**config.mk**
```make
export PLATFORM = sky130hd
export DESIGN_NAME = pngf_queue
export DESIGN_NICKNAME = d
export VERILOG_FILES = /design/src/rtl/pngf_pkg.sv /design/src/rtl/pngf_queue.sv
export SDC_FILE = /design/constraint.sdc
export NUM_CORES = 1
export LEC_CHECK = 0
export BUFFER_PORTS_ARGS = -buffer_cell sky130_fd_sc_hd__buf_2
export CELL_PAD_IN_SITES_DETAIL_PLACEMENT = 1
export CELL_PAD_IN_SITES_GLOBAL_PLACEMENT = 2
export CORE_MARGIN = 2
export CORE_UTILIZATION = 35
export CTS_BUF_LIST = sky130_fd_sc_hd__clkbuf_2 sky130_fd_sc_hd__clkbuf_4 sky130_fd_sc_hd__clkbuf_8
export CTS_CLUSTER_SIZE = 30
export DETAILED_ROUTE_END_ITERATION = 8
export GPL_TIMING_DRIVEN = 0
export PLACE_DENSITY_LB_ADDON = 0.1
export SYNTH_ARGS = -nofsm -noshare
export SYNTH_HDL_FRONTEND = slang
export SYNTH_SLANG_ARGS = --single-unit
```
**constraint.sdc**
```tcl
create_clock -name clock -period 1.85 [get_ports clock]
set_input_delay 0.2775 -clock clock [delete_from_list [all_inputs] [get_ports clock]]
set_output_delay 0.2775 -clock clock [all_outputs]
set_load 0.005 [all_outputs]
```
**src/rtl/pngf_pkg.sv**
```systemverilog
// Shared types and constants for the PNG scanline filter.
// Depends on nothing; imported by every module of the block.
package pngf_pkg;

   // Filter type codes as carried in the stream
   localparam logic [2:0] FILT_NONE  = 3'd0;
   localparam logic [2:0] FILT_SUB   = 3'd1;
   localparam logic [2:0] FILT_UP    = 3'd2;
   localparam logic [2:0] FILT_AVG   = 3'd3;
   localparam logic [2:0] FILT_PAETH = 3'd4;

   // Field and register widths
   localparam int PIX_W  = 13;   // row_pixels register
   localparam int BPP_W  = 3;    // bytes_per_pixel register
   localparam int PROD_W = 16;   // row_pixels * bytes_per_pixel
   localparam int SUM_W  = 17;   // column compare width, holds any row length

   // Decoupling queue between front and back
   localparam int QDEPTH = 4;
   localparam int QPW    = 2;
   localparam int QCW    = 3;

   // One classified byte handed from front to back
   typedef struct packed {
      logic [7:0] sample;     // raw byte
      logic [7:0] upper;      // byte above, zero without a previous row
      logic [2:0] filt;       // latched row filter
      logic       first;      // first byte of a row, needs a type tag ahead
      logic       last;       // last byte of a row
      logic       bad;        // row filter above Paeth
      logic       left_ok;    // left neighbor lies inside the row
      logic       upleft_ok;  // up-left neighbor exists
   } entry_type;

endpackage

```
**src/rtl/pngf_queue.sv**
```systemverilog
// Short FIFO between the front and back ends of the PNG scanline filter.
// Depends on pngf_pkg.
module pngf_queue (
   input  logic                       clock,
   input  logic                       reset,
   input  logic                       push,
   input  pngf_pkg::entry_type        push_entry,
   input  logic                       pop,
   output logic                       head_valid,
   output pngf_pkg::entry_type        head,
   output logic [pngf_pkg::QCW-1:0]   count
);
   import pngf_pkg::*;

   entry_type        slot_ff [QDEPTH];
   logic [QPW-1:0]   wr_ptr_ff, rd_ptr_ff;
   logic [QCW-1:0]   count_ff, count_in;

   assign head_valid = (count_ff != '0);
   assign head       = slot_ff[rd_ptr_ff];
   assign count      = count_ff;

   always_comb begin
      count_in = count_ff;
      case ({push, pop})
         2'b10:   count_in = count_ff + QCW'(1);
         2'b01:   count_in = count_ff - QCW'(1);
         default: count_in = count_ff;
      endcase
   end

   // Store pushed transactions
   always_ff @(posedge clock) begin
      if (push) begin
         slot_ff[wr_ptr_ff] <= push_entry;
      end
   end

   // Advance pointers and occupancy
   always_ff @(posedge clock) begin
      if (reset) begin
         wr_ptr_ff <= '0;
         rd_ptr_ff <= '0;
         count_ff  <= '0;
      end else begin
         if (push) begin
            wr_ptr_ff <= wr_ptr_ff + QPW'(1);
         end
         if (pop) begin
            rd_ptr_ff <= rd_ptr_ff + QPW'(1);
         end
         count_ff <= count_in;
      end
   end

endmodule

```
==> results of run 1 <==
==> logic make-up after synthesis <==
kind of cell,synth area share
adder cells (fa/ha/maj),0.02105
multiplexers,0.1467
buffers and inverters,0.02042
XOR/XNOR,0.01117
AO/OA/AOI/OAI,0.002549
flip-flops,0.7809
AND/OR/NAND/NOR,0.01722
==> power by group <==
part	internal, mW	total [mW]	switching (mW)
Combinational	0.297	0.552	0.255
Clock	0.517	1.30	0.788
Sequential	2.72	2.76	0.0470
Total	3.53	4.62	1.09
==> placed cells by master (no fill, tap or decap), types with 4 or more instances in the layout <==
master    Yosys  layout
and2_2        0       4
inv_6         0       4
dfxtp_1       9       7
clkbuf_8      0       9
buf_12        2       4
mux4_2       20      23
buf_2         2      52
edfxtp_1     96      96
nor2_1        7       7
ha_1          5       5
==> critical path: cells and delay by family (launching register included) <==
family   cells  cell delay [ps]
mux          1              510
flops        1              350
buf+inv      3              410
==> how the worst max path moves through the flow <==
stage / endpoint / cells past startpoint
final: head[12] / 4
after global routing: head[20] / 4
after CTS: head[16] / 4
after detailed placement: slot_ff[2][4] / 3
after global placement: slot_ff[0][4] / 3
after floorplan: slot_ff[2][0] / 3
==> area by class of cell <==
type / instances / area [um^2]
inverter: 3 / 11.26
fill: 1043 / 6260
clock buffer: 9 / 123.9
tap: 140 / 175.2
multi-input combinational: 53 / 773.2
clock inverter: 7 / 58.81
timing repair buffer: 57 / 341.6
sequential: 105 / 3065
buffer: 6 / 78.83
==> layer usage <==
layer,wire (um),vias to the layer above,share of wire
met5,0,-,0
met4,101,0,0.014
met3,293,9,0.041
met2,3675,55,0.52
met1,3010,929,0.43
li1,-,815,-
==> state kept, by name (all words and copies together) (netlist names), named ones only <==
name / count
count: 3
slot_ff: 96
rd_ptr_ff: 2
wr_ptr_ff: 2
==> per-stage QoR <==
stage | setup TNS (ps) | power, mW | utilization
CTS | -2301 | 4.682 | 0.4266
detailed placement | -19870 | 3.340 | 0.4012
floorplan | 0 | 3.100 | -
finish | -591.2 | 4.620 | 0.4251
global route | -2089 | 4.812 | 0.4251
global placement | -10860 | 3.298 | 0.4012
==> repair_timing <==
item,in CTS,in global routing
cloned,2,0
setup endpoints to repair,120,24
setup buffers,2,0
hold endpoints to repair,0,0
pin swaps,0,0
gates resized for setup,10,8
==> key figures, run 1 <==
Run status
  – Run status: finished with violations
  – Failing checks: negative setup slack

Placed design
  – DP Wirelength: around 4500 um
  – Pre-CTS setup slack: -234.5 ps
  – Placed cell count: ~360
  – Placer Congestion: 0.7002
  – Placed inst area: approximately 4400 um^2
  – Port Buffers: 54

Detailed routing
  – DRT Wirelength: 7081 um
  – Drt pass-1 iters: 4
  – Routed vias/inst: between 4 and 5
  – DR WL/cell: roughly 19 um
  – Residual DRC count: 0
  – Post-route antenna net violation count: 0
  – Initial drt markers: 33
  – Vias: ~1.8k

STA
  – # setup viols final: 24
  – Final min period: roughly 1900 ps
  – Final WS setup: -49.02 ps
  – Final Max Tran Viols: 0
  – RSZ-0062 raised after global routing: yes
  – Worst slew pin tran: ~700 ps
  – Final Hold Slack: ~130 ps
  – Slew Limit Headroom: 0.5341
  – Fmax: between 0.5 and 0.6 GHz
  – Final Cycle Share: 1.026
  – Clk_skew: between 10 and 15 ps
  – Number of hold violations in the final report: 0

CTS
  – Clock Latency Late Sink: roughly 360 ps
  – CTS tree: built
  – TritonCTS Buffers: 9
  – Max H-tree Level: 3
  – Cts hold-fix bufs: 0
  – CTS clk-pin slew, worst paths: 110 ps
  – Max clock buf depth: 2
  – CTS sink cnt: ~110
  – Clk root buf: clkbuf_8

Worst hold path
  – Hold-critical path endpoint: slot_ff[0][6]
  – Min-Delay Path Depth: 1
  – HP Start: push_entry[6]
  – Tightest Hold Check Type: in2reg

Layout
  – Non-Filler Instances: 380
  – Design area: approximately 4600 um^2
  – Final nets: about 270
  – Inserted Diodes: 0
  – Synth-to-layout area growth: 17.99%
  – Share of cells above drive strength 1: 0.4417

Power
  – Static Leak: roughly 1.6 nW
  – Pwr/cell area: 998.2 nW/um^2
  – Peak VDD IR: 0.3642 mV

Synthesis
  – Top post-synthesis cells by area: edfxtp_1 (73%), mux4_2 (11%), dfxtp_1 (4.6%), mux4_1 (2.7%), ha_1 (1.6%)
  – Register area share after synthesis: 0.7809
  – Most frequent cell after synthesis: edfxtp_1
  – Share of the synthesized area in the top cell type: 0.7349
  – Synth Cell Area: 3923 um^2
  – Netlist cell types: 20
  – Post-synth ARST share: 0
  – Ys flop type: edfxtp_1
  – Syn Inst Count: roughly 170
  – Post-synth EDFFs: 96
  – Syn Nets: just over 200
  – Most frequent cells after synthesis: edfxtp_1 (96), mux4_2 (20), dfxtp_1 (9)
  – #FFs+latches synth: between 100 and 150
  – Yosys Warn Count: 0
  – Mean Syn Cell Area: between 20 and 25 um^2
  – Cell taking the most area after synthesis: edfxtp_1

Floorplanning
  – Core Box Area: roughly 11000 um^2
  – Std cell rows: 38
  – Initial Util: 0.3603
  – Die X: about 110 um
  – Die area: approximately 12000 um^2
  – Height of the chip: 109.9 um
  – Ports: between 50 and 60

Setup path
  – R2R Path End: slot_ff[0][23]
  – Delay of the slowest critical-path stage: 510 ps
  – CP Capture Type: primary output
  – Worst R2R Setup Slack: about 270 ps
  – CP max stage cell: mux4_2
  – Cell chain of the critical path: buf_12 > buf_12 > mux4_2 > buf_2
  – Worst setup SP type: flop
  – CP arrival: between 1500 and 2000 ps
  – Worst r2r src: wr_ptr_ff[0]
  – Crit path kind: reg2out
  – Worst Path Max Fanout: 6
  – CP required: about 1600 ps
  – R2r worst-path depth: 3
  – CP most frequent cell: buf_12

GRT
  – Vias in the first global route: 1967
  – Met3 GRT Util: 0.02608
  – Tot GR Track Use: 0.1268
  – Global-route wire length before repair: approximately 11000 um
  – GR peak layer: met2
  – Total gr overflow: 0
  – Largest net degree at the start of global routing: 25
  – Grt met1 use: 0.1617
  – Antenna violations before repair: 0
  – Met2 Usage GRT: 0.2125

Job
  – Max-Cap Viols: 0
Power figures use the tool's default switching activity.
==> run 2, diff against run 1 <==
Settings changed: ABC_CLOCK_PERIOD_IN_PS from default to 1850, SETUP_SLACK_MARGIN from default to 0.05, SLEW_MARGIN from default to 10.
==> key figures, run 2 (synthesis gave the netlist of run 1 again) <==
Power
  – Sw Ratio: 0.2376 (was 0.2358)
  – Sequential fraction of design power: 0.596 (was 0.598)
  – Static Leak: 1.602 nW (was 1.591 nW)
  – Clock Power Share: 0.284 (was 0.282)
  – Pwr/cell area: 994.6 nW/um^2 (was 998.2 nW/um^2)
  – Pwr Total: 4.634 mW (was 4.620 mW)
  – Peak VDD IR: 0.3684 mV (was 0.3642 mV)
  – Net Sw Power: 1.101 mW (was 1.090 mW)
  – Internal: 3.533 mW (was 3.530 mW)
  – Comb power frac: 0.120 (was 0.119)

Layout
  – Most common cell after layout, fill and taps aside: edfxtp_1 (unchanged)
  – Most frequent cells in the layout: edfxtp_1 (96), buf_2 (53), mux4_2 (23) (was edfxtp_1 (96), buf_2 (52), mux4_2 (23))
  – Fillers: 1056 (was 1043)
  – Largest Register: slot_ff (unchanged)
  – Inserted Diodes: 0 (unchanged)
  – Non-Filler Instances: 381 (was 380)
  – Max reg flops: 96 (unchanged)
  – Final nets: 270 (was 269)
  – Share of cells above drive strength 1: 0.4440 (was 0.4417)
  – Synth-to-layout area growth: 18.79% (was 17.99%)
  – Final Util: 0.4279 (was 0.4251)

Worst hold path
  – Tightest Hold Check Type: in2reg (unchanged)
  – HP Start: push_entry[13] (was push_entry[6])

STA
  – Setup TNS: -918.6 ps (was -591.2 ps)
  – Worst slew pin tran: 717.9 ps (was 698.8 ps)
  – Final WS setup: -64.95 ps (was -49.02 ps)
  – Number of hold violations in the final report: 0 (unchanged)
  – Final Cycle Share: 1.035 (was 1.026)
  – Final Hold Slack: 123.6 ps (was 127.8 ps)
  – Final min period: 1915 ps (was 1899 ps)
  – Clk_skew: 19.30 ps (was 10.94 ps)
  – RSZ-0062 raised after global routing: yes (unchanged)
  – Fmax: 0.5222 GHz (was 0.5266 GHz)
  – Final Max Tran Viols: 0 (unchanged)
  – # setup viols final: 24 (unchanged)
  – Slew Limit Headroom: 0.5214 (was 0.5341)

GRT
  – Largest net degree at the start of global routing: 25 (unchanged)
  – Total gr overflow: 0 (unchanged)
  – Global-route wire length before repair: 10970 um (was 10850 um)
  – Antenna violations before repair: 0 (unchanged)
  – Vias in the first global route: 1965 (was 1967)
  – Tot GR Track Use: 0.1281 (was 0.1268)

Setup path
  – Worst setup SP type: flop (unchanged)
  – R2r worst-path depth: 3 (unchanged)
  – CP arrival: 1640 ps (was 1620 ps)
  – Crit path kind: reg2out (unchanged)
  – Worst r2r src: wr_ptr_ff[0] (unchanged)
  – Worst Path Max Fanout: 6 (unchanged)
  – Critical path endpoint: head[9] (was head[12])
  – CP required: 1570 ps (about the same)
  – R2R Path End: slot_ff[0][19] (was slot_ff[0][23])
  – Worst R2R Setup Slack: 260 ps (was 270 ps)
  – CP Capture Type: primary output (unchanged)

Detailed routing
  – M1 WL: 3089 um (was 3010 um)
  – Residual DRC count: 0 (unchanged)
  – Max Used Layer: met4 (unchanged)
  – Met2 Routed Length: 3790 um (was 3675 um)
  – DRT Wirelength: 7236 um (was 7081 um)
  – Vias: 1803 (was 1808)
  – Drt pass-1 iters: 4 (unchanged)
  – DR WL/cell: 18.99 um (was 18.63 um)
  – Met3 routed WL: 281 um (was 293 um)
  – Initial drt markers: 50 (was 33)
  – Post-route antenna net violation count: 0 (unchanged)
  – Routed vias/inst: 4.732 (was 4.758)

Floorplanning
  – Die area: 12070 um^2 (unchanged)
  – Ports: 56 (unchanged)
  – Initial Util: 0.3603 (unchanged)
  – Height of the chip: 109.9 um (unchanged)
  – Core Box Area: 10890 um^2 (unchanged)
  – Die X: 109.9 um (unchanged)
  – Std cell rows: 38 (unchanged)

CTS
  – Clk root buf: clkbuf_8 (unchanged)
  – CTS tree: built (unchanged)
  – CTS sink cnt: 105 (unchanged)
  – TritonCTS Buffers: 9 (unchanged)
  – CTS clk-pin slew, worst paths: 110 ps (about the same)
  – Clock Latency Late Sink: 360 ps (about the same)
  – Max H-tree Level: 3 (unchanged)
  – Max clock buf depth: 2 (unchanged)

Placed design
  – DP Wirelength: 4703 um (was 4507 um)
  – Placer Congestion: 0.7002 (unchanged)
  – Placed cell count: 363 (was 362)
  – Port Buffers: 54 (unchanged)

Run status
  – Run status: finished with violations (unchanged)
  – Failing checks: negative setup slack (unchanged)

Job
  – Max-Cap Viols: 0 (unchanged)
[run 2: area by class of cell]
class / instances / area, um^2 / area share
flip-flops and latches: 105 / 3065 / 0.6579
clock inverters: 7 / 60.06 / 0.01289
multi-input cells: 53 / 773.2 / 0.1660
clock buffers: 9 / 123.9 / 0.02658
well taps: 140 / 175.2 / 0.03759
plain buffers: 6 / 82.58 / 0.01772
repair buffers: 58 / 367.9 / 0.07895
inverters: 3 / 11.26 / 0.002417
[run 2: worst min path at each step]
stage,to,slack [ps],depth (start not counted)
finish,slot_ff[3][13],120,1
global placement,count[2],470,2
CTS,slot_ff[2][6],110,1
detailed placement,slot_ff[2][6],490,1
global route,slot_ff[2][6],110,1
floorplan,slot_ff[0][0],380,0
[run 2: what timing repair did]
item | 4_1_cts | 5_1_grt
endpoints found under the setup margin | 48 | 37
endpoints found under the hold margin | 0 | 0
setup buffers | 1 | 0
gates cloned | 1 | 1
resized for setup | 11 | 4
hold buffers | 0 | 0
[run 2: per-stage QoR]
stage                     worst slack (ps)  instance area [um^2]
after floorplan                      314.5                  3923
after global placement              -128.7                  4368
after detailed placement            -237.3                  4398
after CTS                           -118.8                  4621
after global routing                -122.0                  4659
final                               -64.95                  4659
[run 2: critical path: stages (launching register included)]
cell,delay [ps]
dfxtp_2,350
buf_12,140
clkbuf_16,160
mux4_2,480
buf_2,150
[run 2: power by group through the flow]
| stage | combinational [mW] | sequential, mW | clock (mW) |
|---|---|---|---|
| 6_report | 0.555 | 2.76 | 1.32 |
| 5_1_grt | 0.613 | 2.78 | 1.44 |
| 4_1_cts | 0.555 | 2.76 | 1.36 |
| 3_5_place_dp | 0.529 | 2.81 | 0 |
| 3_3_place_gp | 0.496 | 2.80 | 0 |
| 2_1_floorplan | 0.301 | 2.80 | 0 |
[run 2: routing by layer]
layer | vias to the layer above | global-route usage
met3 | 6 | 0.03201
met2 | 42 | 0.2178
met1 | 937 | 0.1607
met5 | - | 0
met4 | 0 | 0.04069
li1 | 818 | -
