**src/rtl/pngf_pkg.sv**
```systemverilog
// Shared types and constants for the PNG scanline filter.
// Depends on nothing; imported by every module of the block.
package pngf_pkg;

   // Filter type codes as carried in the stream
   localparam logic [2:0] FILT_NONE  = 3'd0;
   localparam logic [2:0] FILT_SUB   = 3'd1;
   localparam logic [2:0] FILT_UP    = 3'd2;
   localparam logic [2:0] FILT_AVG   = 3'd3;
   localparam logic [2:0] FILT_PAETH = 3'd4;

   // Field and register widths
   localparam int PIX_W  = 13;   // row_pixels register
   localparam int BPP_W  = 3;    // bytes_per_pixel register
   localparam int PROD_W = 16;   // row_pixels * bytes_per_pixel
   localparam int SUM_W  = 17;   // column compare width, holds any row length

   // Decoupling queue between front and back
   localparam int QDEPTH = 4;
   localparam int QPW    = 2;
   localparam int QCW    = 3;

   // One classified byte handed from front to back
   typedef struct packed {
      logic [7:0] sample;     // raw byte
      logic [7:0] upper;      // byte above, zero without a previous row
      logic [2:0] filt;       // latched row filter
      logic       first;      // first byte of a row, needs a type tag ahead
      logic       last;       // last byte of a row
      logic       bad;        // row filter above Paeth
      logic       left_ok;    // left neighbor lies inside the row
      logic       upleft_ok;  // up-left neighbor exists
   } entry_type;

endpackage

```
**src/rtl/pngf_back.sv**
```systemverilog
// Back end of the PNG scanline filter: keeps the left and up-left history,
// applies the row filter and emits the type tag and filtered bytes.
// Depends on pngf_pkg.
module pngf_back #(
   parameter int MAX_PIXEL_BYTES = 4,
   parameter int PIW = (MAX_PIXEL_BYTES > 1) ? $clog2(MAX_PIXEL_BYTES) : 1
) (
   input  logic                  clock,
   input  logic                  reset,
   input  logic                  head_valid,
   input  pngf_pkg::entry_type   head,
   input  logic [PIW-1:0]        tap_idx,
   output logic                  pop,
   output logic                  rsp_valid,
   input  logic                  rsp_stall,
   output logic [7:0]            rsp_out_byte,
   output logic                  rsp_is_type_tag,
   output logic                  rsp_row_end,
   output logic                  rsp_bad_type
);
   import pngf_pkg::*;

   logic [7:0]  left_ff   [MAX_PIXEL_BYTES];
   logic [7:0]  upleft_ff [MAX_PIXEL_BYTES];
   logic        tag_sent_ff;
   logic        rsp_valid_ff;
   logic [7:0]  out_byte_ff, out_byte_in;
   logic        is_tag_ff, is_tag_in, row_end_ff, row_end_in, bad_ff;
   logic        load, send_tag;
   logic [7:0]  a, b, c, pred;
   logic [8:0]  ab_sum;

   // Paeth predictor: nearest of a, b, c to a + b - c, ties to a then b
   function automatic logic [7:0] paeth_pred(input logic [7:0] pa_a,
                                             input logic [7:0] pa_b,
                                             input logic [7:0] pa_c);
      logic signed [9:0] da, db, dc;
      logic        [9:0] pa, pb, pc;
      begin
         da = signed'(10'(pa_b)) - signed'(10'(pa_c));
         db = signed'(10'(pa_a)) - signed'(10'(pa_c));
         dc = da + db;
         pa = (da < 0) ? 10'(-da) : 10'(da);
         pb = (db < 0) ? 10'(-db) : 10'(db);
         pc = (dc < 0) ? 10'(-dc) : 10'(dc);
         if (pa <= pb && pa <= pc) begin
            paeth_pred = pa_a;
         end else if (pb <= pc) begin
            paeth_pred = pa_b;
         end else begin
            paeth_pred = pa_c;
         end
      end
   endfunction

   assign load     = !rsp_valid_ff || !rsp_stall;
   assign send_tag = head.first && !tag_sent_ff;
   assign pop      = load && head_valid && !send_tag;

   // Pick neighbors and form the prediction
   always_comb begin
      a      = head.left_ok ? left_ff[tap_idx] : 8'd0;
      b      = head.upper;
      c      = head.upleft_ok ? upleft_ff[tap_idx] : 8'd0;
      ab_sum = 9'(a) + 9'(b);
      case (head.filt)
         FILT_SUB:   pred = a;
         FILT_UP:    pred = b;
         FILT_AVG:   pred = ab_sum[8:1];
         FILT_PAETH: pred = paeth_pred(a, b, c);
         default:    pred = 8'd0;
      endcase

      if (send_tag) begin
         out_byte_in = 8'(head.filt);
         is_tag_in   = 1'b1;
         row_end_in  = 1'b0;
      end else begin
         out_byte_in = head.sample - pred;
         is_tag_in   = 1'b0;
         row_end_in  = head.last;
      end
   end

   // Shift raw and up bytes into the history on each consumed byte
   always_ff @(posedge clock) begin
      if (pop) begin
         for (int i = MAX_PIXEL_BYTES - 1; i > 0; i--) begin
            left_ff[i]   <= left_ff[i-1];
            upleft_ff[i] <= upleft_ff[i-1];
         end
         left_ff[0]   <= head.sample;
         upleft_ff[0] <= head.upper;
      end
   end

   // Output register payload
   always_ff @(posedge clock) begin
      if (load && head_valid) begin
         out_byte_ff <= out_byte_in;
         is_tag_ff   <= is_tag_in;
         row_end_ff  <= row_end_in;
         bad_ff      <= head.bad;
      end
   end

   // Output valid and tag sequencing
   always_ff @(posedge clock) begin
      if (reset) begin
         rsp_valid_ff <= 1'b0;
         tag_sent_ff  <= 1'b0;
      end else if (load) begin
         rsp_valid_ff <= head_valid;
         if (head_valid) begin
            tag_sent_ff <= send_tag;
         end
      end
   end

   assign rsp_valid       = rsp_valid_ff;
   assign rsp_out_byte    = out_byte_ff;
   assign rsp_is_type_tag = is_tag_ff;
   assign rsp_row_end     = row_end_ff;
   assign rsp_bad_type    = bad_ff;

endmodule

```
**config.mk**
```make
export PLATFORM = sky130hd
export DESIGN_NAME = pngf_back
export DESIGN_NICKNAME = d
export VERILOG_FILES = /design/src/rtl/pngf_pkg.sv /design/src/rtl/pngf_back.sv
export SDC_FILE = /design/constraint.sdc
export NUM_CORES = 1
export LEC_CHECK = 0
export ABC_AREA = 0
export ABC_CLOCK_PERIOD_IN_PS = 22800
export BUFFER_PORTS_ARGS = -buffer_cell sky130_fd_sc_hd__buf_2
export CORE_MARGIN = 4
export CORE_UTILIZATION = 35
export CTS_CLUSTER_DIAMETER = 200
export DETAILED_ROUTE_END_ITERATION = 16
export SYNTH_ARGS = -nofsm -noshare
export SYNTH_HDL_FRONTEND = slang
export SYNTH_SLANG_ARGS = --single-unit
```
**constraint.sdc**
```tcl
create_clock -name clock -period 22.8 [get_ports clock]
set_clock_uncertainty 0.1 [all_clocks]
set_input_delay 2.28 -clock clock [delete_from_list [all_inputs] [get_ports clock]]
set_output_delay 2.28 -clock clock [all_outputs]
set_load 0.01 [all_outputs]
```
==> results of run 1 <==
==> where the power goes <==
group	internal, mW	switching [mW]	leakage (nW)	total (mW)
logic	0.185	0.249	1.96	0.434
clock network	0.0749	0.0588	0.132	0.134
registers	0.167	0.00344	0.725	0.170
total	0.427	0.311	2.81	0.738
==> layout make-up <==
cell class | count | area, µm² | area share (%)
clock buffer | 9 | 225 | 3.21
clock inverter | 7 | 56.3 | 0.801
inverter | 33 | 124 | 1.76
multi-input combinational | 465 | 3810 | 54.2
sequential | 77 | 2290 | 32.6
tap | 225 | 282 | 4.01
timing repair buffer | 46 | 240 | 3.42
==> path summary, 6_finish.rpt <==
| check | from | end | slack (ns) | cells after the start |
|---|---|---|---|---|
| worst max-delay path | tap_idx[0] | rsp_out_byte[7] | 11.39 | 37 |
| worst min-delay path | upleft_ff[0][3] | upleft_ff[1][3] | 0.35 | 0 |
| worst max register to register | left_ff[0][1] | rsp_out_byte[7] | 13.53 | 36 |
| worst min register to register | upleft_ff[0][3] | upleft_ff[1][3] | 0.35 | 0 |
==> metrics by stage <==
stage	utilization [%]	area (µm²)	power (mW)	setup WS, ns	instances
6_report	40.2	7030	0.738	11.39	862
5_1_grt	40.2	7030	0.799	10.82	862
4_1_cts	40.2	7030	0.739	11.38	862
3_5_place_dp	38.6	6750	0.601	11.05	846
3_3_place_gp	38.6	6750	0.588	11.44	846
2_1_floorplan	-	6310	0.501	12.19	596
==> cells in the final DEF (no fill, tap or decap), types with 8 or more instances in the layout <==
master,Yosys,routed
mux2i_1,12,12
clkbuf_16,0,9
nand2_1,38,38
o21ai_0,26,26
nor3_1,13,13
nor2b_1,13,12
inv_1,33,33
ha_1,63,63
mux4_2,16,16
edfxtp_1,75,75
a21oi_1,33,33
o21a_1,8,8
nand2b_1,11,11
xor2_1,17,17
xnor2_1,34,34
nor2_1,41,41
a21o_1,15,15
buf_2,3,42
==> sequential cells by signal, summed over array words and instances (netlist names) <==
signal           flops
left_ff             32
upleft_ff           32
rsp_out_byte         8
rsp_bad_type         1
rsp_is_type_tag      1
rsp_row_end          1
rsp_valid            1
tag_sent_ff          1
==> kinds of logic (layout without fill, tap and decap cells) <==
group,after synthesis,in the layout,synth area share [%]
other,2,4,0.119
flip-flops,77,77,36.4
buffers and inverters,54,95,3.42
adder cells (fa/ha/maj),67,67,13.6
XOR/XNOR,56,56,8.76
AO/OA/AOI/OAI,146,146,16.4
AND/OR/NAND/NOR,159,159,12.7
multiplexers,33,33,8.52
==> per-layer routing <==
metal / vias to the layer above / wire, µm
met2: 125 / 7570
met3: 34 / 645
met1: 2304 / 7020
met4: 0 / 372
met5: - / 0
li1: 2312 / -
==> results.json, run 1 <==
{
  "antenna_left": 0,
  "core_mm2": 0.0175,
  "hold_violations": 0,
  "tightest_slew_ns": 1.08,
  "die_area_mm2": 0.0202,
  "num_vias": 4775,
  "fin_crit_sh_pct": 50.0,
  "use_met1_pct": 20.5,
  "synthTopCellsByArea": "edfxtp_1 36%, ha_1 13%, mux4_2 5.7%",
  "ys_warn_count": 0,
  "post_drt_wl_per_cell_um": 18.1,
  "yosysMostFrequentCell": "edfxtp_1",
  "cap_violations": 0,
  "area_growth_pct": 11.5,
  "status": "finished, final reports clean",
  "timing.fmax_ghz": 0.0877,
  "fillers": 1652,
  "post_synth.cell_area_avg_um2": 10.6,
  "cp_max_fo": 16,
  "cts_buffer_depth": 2,
  "cts.clk_slew.worst_paths_ns": 0.06,
  "hold_buffers": 0,
  "end_kind": "flip-flop",
  "htree_levels": 3,
  "grt_max_degree": 66,
  "slowest_stage": "a21oi_1",
  "nets": 728,
  "die_y_um": 142,
  "synth_ff_type": "edfxtp_1",
  "drtIter0Drc": 281,
  "cts_root_buffer": "clkbuf_16",
  "fin_hold_ws_ns": 0.349,
  "die_w_um": 142,
  "layout-drive-gt1-share_pct": 16.2,
  "first_pass_iters": 8,
  "drt_wl_total_um": 15600,
  "synth_seq_cells": 77,
  "io_pins": 43,
  "synth_commonest_cells": "75 x edfxtp_1, 63 x ha_1, 41 x nor2_1",
  "grt_first_pass_wirelength_um": 24900,
  "critPathKind": "input port to flip-flop",
  "path_buf_inv": 2,
  "maxSlewHeadroom_pct": 28.0,
  "top_usage_layer": "met2",
  "vias_per_cell": 5.54,
  "start_util_pct": 36.0,
  "setup_viol": 0,
  "ctsResizeCount": 0,
  "synth_edf_count": 75,
  "grtUsageMet2_pct": 26.1,
  "rsz0062_at_grt": "no",
  "cp.arrival_ns": 11.50,
  "synthDominantCellAreaShare_pct": 35.7,
  "crit_path_start_kind": "input port",
  "ys_seq_area_share_pct": 36.4,
  "grt_overflow_total": 0,
  "cellPowerDensity_mw_per_mm2": 105,
  "diodes": 0,
  "yosys.area.top_type": "edfxtp_1",
  "rows": 48,
  "cts_setup_buffers": 0,
  "clk_latency_ns": 0.34,
  "slew_viol_final": 0,
  "grt_pass1_vias": 4806,
  "grt_use_total_pct": 15.6,
  "power.leakage_nw": 2.81,
  "cts_buffers": 9,
  "tritoncts": "built",
  "met3_usage_pct": 2.52,
  "period_minus_slack_ns": 11.41,
  "min_path_type": "flip-flop to flip-flop",
  "portBuffers": 42,
  "cpLargestDelayFamily": "compound AO/OA/AOI/OAI gates",
  "max_stage_delay_ns": 0.82,
  "cts.sinks": 77,
  "synth.distinct_cells": 78,
  "gp_congestion": 0.865,
  "syn-cell-area_mm2": 0.00630,
  "crit_top_cell": "a21oi_1",
  "async_reset_ff_share_pct": 0,
  "dpl.hpwl_um": 12300,
  "postSynthCellCount": 594,
  "peakVddDrop_uv": 54.6,
  "fin_setup_tns_ns": 0,
  "required_ns": 22.89,
  "antenna_found_initial": 0,
  "remaining_drc_errors": 0
}
Power figures use the tool's default switching activity.
==> inputs of run 2 (changes only) <==
--- a/config.mk
+++ b/config.mk
@@ -5,8 +5,8 @@
 export SDC_FILE = /design/constraint.sdc
 export NUM_CORES = 1
 export LEC_CHECK = 0
-export ABC_AREA = 0
-export ABC_CLOCK_PERIOD_IN_PS = 22800
+export ABC_AREA = 1
+export ABC_CLOCK_PERIOD_IN_PS = 10000
 export BUFFER_PORTS_ARGS = -buffer_cell sky130_fd_sc_hd__buf_2
 export CORE_MARGIN = 4
 export CORE_UTILIZATION = 35
==> constraint.sdc (replaced) <==
create_clock -name clock -period 10 [get_ports clock]
set_clock_uncertainty 0.1 [all_clocks]
set_input_delay 1 -clock clock [delete_from_list [all_inputs] [get_ports clock]]
set_output_delay 1 -clock clock [all_outputs]
set_load 0.01 [all_outputs]
==> results.json, run 2 <==
{
  "max_stage_delay_ns": 0.62,
  "hold_violations": 0,
  "portBuffers": 42,
  "rows": 49,
  "slew_viol_final": 0,
  "min_path_type": "flip-flop to flip-flop",
  "fin_crit_sh_pct": 84.9,
  "cts_buffers": 9,
  "antenna_found_initial": 1,
  "gp_congestion": 0.894,
  "postSynthCellCount": 811,
  "crit_top_cell": "nand2_1",
  "synthTopCellsByArea": "edfxtp_1 35%, ha_1 12%, nand2_1 9.1%",
  "cts.sinks": 77,
  "die_w_um": 144,
  "synthDominantCellAreaShare_pct": 34.9,
  "cts_root_buffer": "clkbuf_16",
  "synth.distinct_cells": 52,
  "layout-drive-gt1-share_pct": 13.7,
  "maxSlewHeadroom_pct": 35.9,
  "hold_buffers": 0,
  "power.leakage_nw": 3.40,
  "area_growth_pct": 12.1,
  "drt_wl_total_um": 15600,
  "ctsResizeCount": 0,
  "grt_overflow_total": 0,
  "fin_setup_tns_ns": 0,
  "yosys.area.top_type": "edfxtp_1",
  "slowest_stage": "o31ai_1",
  "cellPowerDensity_mw_per_mm2": 219,
  "tightest_slew_ns": 0.954,
  "worstRegToRegCells": 40,
  "dpl.hpwl_um": 12400,
  "die_y_um": 144,
  "dpl_worst_slack_ns": 1.25,
  "clk_latency_ns": 0.33,
  "grt_use_total_pct": 15.3,
  "period_minus_slack_ns": 8.49,
  "yosysMostFrequentCell": "nand2_1",
  "setup.worst_path.end": "rsp_out_byte[7]",
  "fin_ws_ns": 1.51,
  "cts_setup_buffers": 0,
  "post_synth.cell_area_avg_um2": 7.95,
  "p_total_mw": 1.58,
  "fin_util_pct": 40.1,
  "peakVddDrop_uv": 93.4,
  "met3_usage_pct": 1.83,
  "async_reset_ff_share_pct": 0,
  "cp_max_fo": 19,
  "syn-cell-area_mm2": 0.00645,
  "layout_common_cells": "157 x nand2_1, 125 x inv_1, 87 x nor2_1",
  "num_vias": 5364,
  "cts_buffer_depth": 2,
  "r2r-end": "rsp_out_byte[7]",
  "ys_seq_area_share_pct": 35.6,
  "die_area_mm2": 0.0207,
  "r2r_start": "upleft_ff[0][0]",
  "rsz0062_at_grt": "no",
  "end_kind": "flip-flop",
  "core_mm2": 0.0180,
  "critPathKind": "input port to flip-flop",
  "grt_first_pass_wirelength_um": 25300,
  "timing.fmax_ghz": 0.118,
  "remaining_drc_errors": 0,
  "r2r_setup_slack_ns": 2.33,
  "tritoncts": "built",
  "required_ns": 10.08,
  "worstHoldStart": "left_ff[1][6]",
  "post_drt_wl_per_cell_um": 14.3,
  "cts.clk_slew.worst_paths_ns": 0.06,
  "drtIter0Drc": 384,
  "status": "finished, final reports clean",
  "cp.arrival_ns": 8.57,
  "fin_hold_ws_ns": 0.337,
  "synth_ff_type": "edfxtp_1",
  "crit_path_start_kind": "input port",
  "ys_warn_count": 0,
  "start_util_pct": 35.8,
  "critical_path.startpoint": "tap_idx[0]",
  "htree_levels": 3,
  "synth_edf_count": 75,
  "final_common_cell": "nand2_1",
  "setup_viol": 0,
  "grtUsageMet2_pct": 24.7,
  "top_usage_layer": "met2",
  "vias_per_cell": 4.93,
  "nets": 951,
  "cap_violations": 0,
  "io_pins": 43,
  "antenna_left": 0,
  "use_met1_pct": 21.6,
  "grt_max_degree": 66,
  "synth_commonest_cells": "157 x nand2_1, 125 x inv_1, 88 x nor2_1",
  "grt_pass1_vias": 5013,
  "synth_seq_cells": 77,
  "first_pass_iters": 5
}
-- run 2: layout make-up --
type                       count  area (µm²)
clock inverter                 6         111
antenna                        1        2.50
sequential                    77        2290
clock buffer                   9         225
tap                          229         287
timing repair buffer          44         225
fill                        1824       10800
inverter                     131         497
multi-input combinational    592        3590
-- run 2: how the worst min path moves through the flow --
stage	slack [ns]	cells past startpoint	to
2_1_floorplan	0.32	0	left_ff[2][4]
3_3_place_gp	0.32	0	left_ff[2][5]
3_5_place_dp	0.33	0	left_ff[2][6]
4_1_cts	0.34	0	left_ff[2][6]
5_1_grt	0.35	0	left_ff[2][7]
6_report	0.34	0	left_ff[2][6]
-- run 2: logic make-up after synthesis --
family / synth area share (%)
XOR/XNOR: 4.31
AND/OR/NAND/NOR: 25.2
adder cells (fa/ha/maj): 13.2
buffers and inverters: 8.98
flip-flops: 35.6
AO/OA/AOI/OAI: 12.7
other: 0.116
-- run 2: worst max-delay path, delay by kind of cell --
kind	cells	cell delay (ns)
simple gates	20	2.67
compound gates	9	2.08
fa+ha+maj	5	1.29
buf+inv	7	1.08
xor+xnor	3	0.43
-- run 2: where the power goes --
group	total [mW]	leakage [nW]	switching (mW)	internal [mW]
clock	0.367	0.162	0.124	0.243
sequential	0.389	0.727	0.00761	0.382
combinational	0.829	2.51	0.521	0.307
-- run 2: metal layers --
layer	vias to the layer above	share of wire, %
met3	17	4.3
met4	0	1.8
li1	2784	-
met1	2453	49
met2	110	45
met5	-	0
-- run 2: per-stage QoR --
step           cells  cell area, µm²
6_report        1089            7230
5_1_grt         1089            7230
4_1_cts         1088            7230
3_5_place_dp    1073            6890
3_3_place_gp    1073            6890
2_1_floorplan    813            6450
==> inputs of run 3 (changes only) <==
--- a/config.mk
+++ b/config.mk
@@ -5,8 +5,8 @@
 export SDC_FILE = /design/constraint.sdc
 export NUM_CORES = 1
 export LEC_CHECK = 0
-export ABC_AREA = 1
-export ABC_CLOCK_PERIOD_IN_PS = 10000
+export ABC_AREA = 0
+export ABC_CLOCK_PERIOD_IN_PS = 8600
 export BUFFER_PORTS_ARGS = -buffer_cell sky130_fd_sc_hd__buf_2
 export CORE_MARGIN = 4
 export CORE_UTILIZATION = 35
==> constraint.sdc (replaced) <==
create_clock -name clock -period 8.6 [get_ports clock]
set_clock_uncertainty 0.1 [all_clocks]
set_input_delay 0.86 -clock clock [delete_from_list [all_inputs] [get_ports clock]]
set_output_delay 0.86 -clock clock [all_outputs]
set_load 0.01 [all_outputs]
==> results.json, run 3 (synthesis gave the netlist of run 1 again) <==
{
  "final-instance-count-excl-fill": 920,
  "slowest_stage": "mux4_2",
  "io_pins": 43,
  "rows": 48,
  "cp.arrival_ns": 8.40,
  "cellPowerDensity_mw_per_mm2": 297,
  "max_stage_delay_ns": 0.56,
  "htree_levels": 3,
  "grt_use_total_pct": 15.8,
  "area_growth_pct": 23.0,
  "hold_buffers": 0,
  "setup_viol": 0,
  "gp_congestion": 0.913,
  "layout_common_cells": "75 x edfxtp_1, 60 x buf_4, 59 x ha_1",
  "end_kind": "flip-flop",
  "diodes": 0,
  "start_util_pct": 36.0,
  "crit_top_cell": "a21o_1",
  "peakVddDrop_uv": 142,
  "die_y_um": 142,
  "dpl.hpwl_um": 12300,
  "tightest_slew_ns": 0.827,
  "cts_buffers": 9,
  "vias_per_cell": 5.45,
  "cts.clk_slew.worst_paths_ns": 0.06,
  "drt_wl_total_um": 15900,
  "die_area_mm2": 0.0202,
  "cpLargestDelayFamily": "compound AO/OA/AOI/OAI gates",
  "grt_first_pass_wirelength_um": 25700,
  "layout-drive-gt1-share_pct": 27.9,
  "cap_violations": 0,
  "path_buf_inv": 3,
  "antenna_left": 0,
  "antenna_found_initial": 0,
  "cp_max_fo": 6,
  "timing.fmax_ghz": 0.120,
  "post-route-cell-area_mm2": 0.00775,
  "fin_crit_sh_pct": 96.7,
  "cts_root_buffer": "clkbuf_16",
  "first_pass_iters": 8,
  "cts.sinks": 77,
  "post_drt_wl_per_cell_um": 17.3,
  "status": "finished, final reports clean",
  "power.leakage_nw": 3.17,
  "final_common_cell": "edfxtp_1",
  "place_area_mm2": 0.00716,
  "slew_viol_final": 0,
  "crit_path_start_kind": "input port",
  "hold_violations": 0,
  "core_mm2": 0.0175,
  "min_path_type": "flip-flop to flip-flop",
  "num_vias": 5016,
  "tritoncts": "built",
  "period_minus_slack_ns": 8.31,
  "die_w_um": 142,
  "portBuffers": 42,
  "drtIter0Drc": 332,
  "clk_latency_ns": 0.33,
  "remaining_drc_errors": 0,
  "nets": 786,
  "post-place-cells": 898,
  "grt_overflow_total": 0,
  "required_ns": 8.69,
  "maxSlewHeadroom_pct": 44.6,
  "grt_pass1_vias": 5147,
  "critPathKind": "input port to flip-flop",
  "cts_buffer_depth": 2,
  "grt_max_degree": 66
}
==> run 3: cell count changes in the layout (fill, tap and decap cells not counted), sizes merged, moves of 16 or more <==
| cell | before | now |
|---|---|---|
| nand2 | 183 | 40 |
| inv | 132 | 34 |
| buf | 44 | 103 |
| nor2 | 92 | 41 |
| nand3 | 53 | 7 |
| xnor2 | 9 | 36 |
| o21ai | 53 | 29 |
| a21oi | 51 | 34 |
| mux4 | 0 | 16 |
==> run 3: through the flow <==
stage               worst slack, ns  power (mW)  utilization, %  TNS [ns]  hold slack (ns)
floorplan                    0.0531        1.34               -         0            0.321
finish                        0.286        2.30            44.3         0            0.348
global route                -0.0799        2.48            44.3   -0.0799            0.354
detailed placement           -0.207        1.73            41.0    -0.207            0.333
global placement            -0.0445        1.70            41.0   -0.0445            0.324
CTS                           0.101        2.17            42.9         0            0.348
==> run 3: path summary, 6_finish.rpt <==
kind,start,end,slack (ns),depth (start not counted)
max,tap_idx[0],rsp_out_byte[7],0.29,37
min,upleft_ff[0][3],upleft_ff[1][3],0.35,0
max reg2reg,upleft_ff[2][0],rsp_out_byte[7],0.65,37
min reg2reg,upleft_ff[0][3],upleft_ff[1][3],0.35,0
==> run 3: what timing repair did <==
action                                  CTS  global route
gates resized for setup                   0            42
buffers inserted                          0             6
endpoints found under the setup margin    0             2
==> run 3: area by class of cell <==
type / count / area, µm²
clock buffers: 10 / 229
well taps: 225 / 282
inverters: 33 / 124
repair buffers: 104 / 694
clock inverters: 6 / 110
fillers: 1598 / 9730
multi-input cells: 465 / 4020
flip-flops and latches: 77 / 2290
==> run 3: where the power goes <==
group          switching (mW)  leakage [nW]  internal [mW]
clock network           0.146         0.161          0.283
logic                   0.741          2.29          0.677
registers             0.00929         0.725          0.442
total                   0.897          3.17           1.40
==> run 3: metal layers <==
| layer | track usage (%) | share of wire [%] | vias to the layer above |
|---|---|---|---|
| met2 | 27.1 | 50 | 136 |
| met4 | 4.70 | 2.1 | 0 |
| met3 | 2.32 | 3.7 | 29 |
| met1 | 20.7 | 44 | 2436 |
| li1 | - | - | 2415 |
| met5 | 0 | 0 | - |
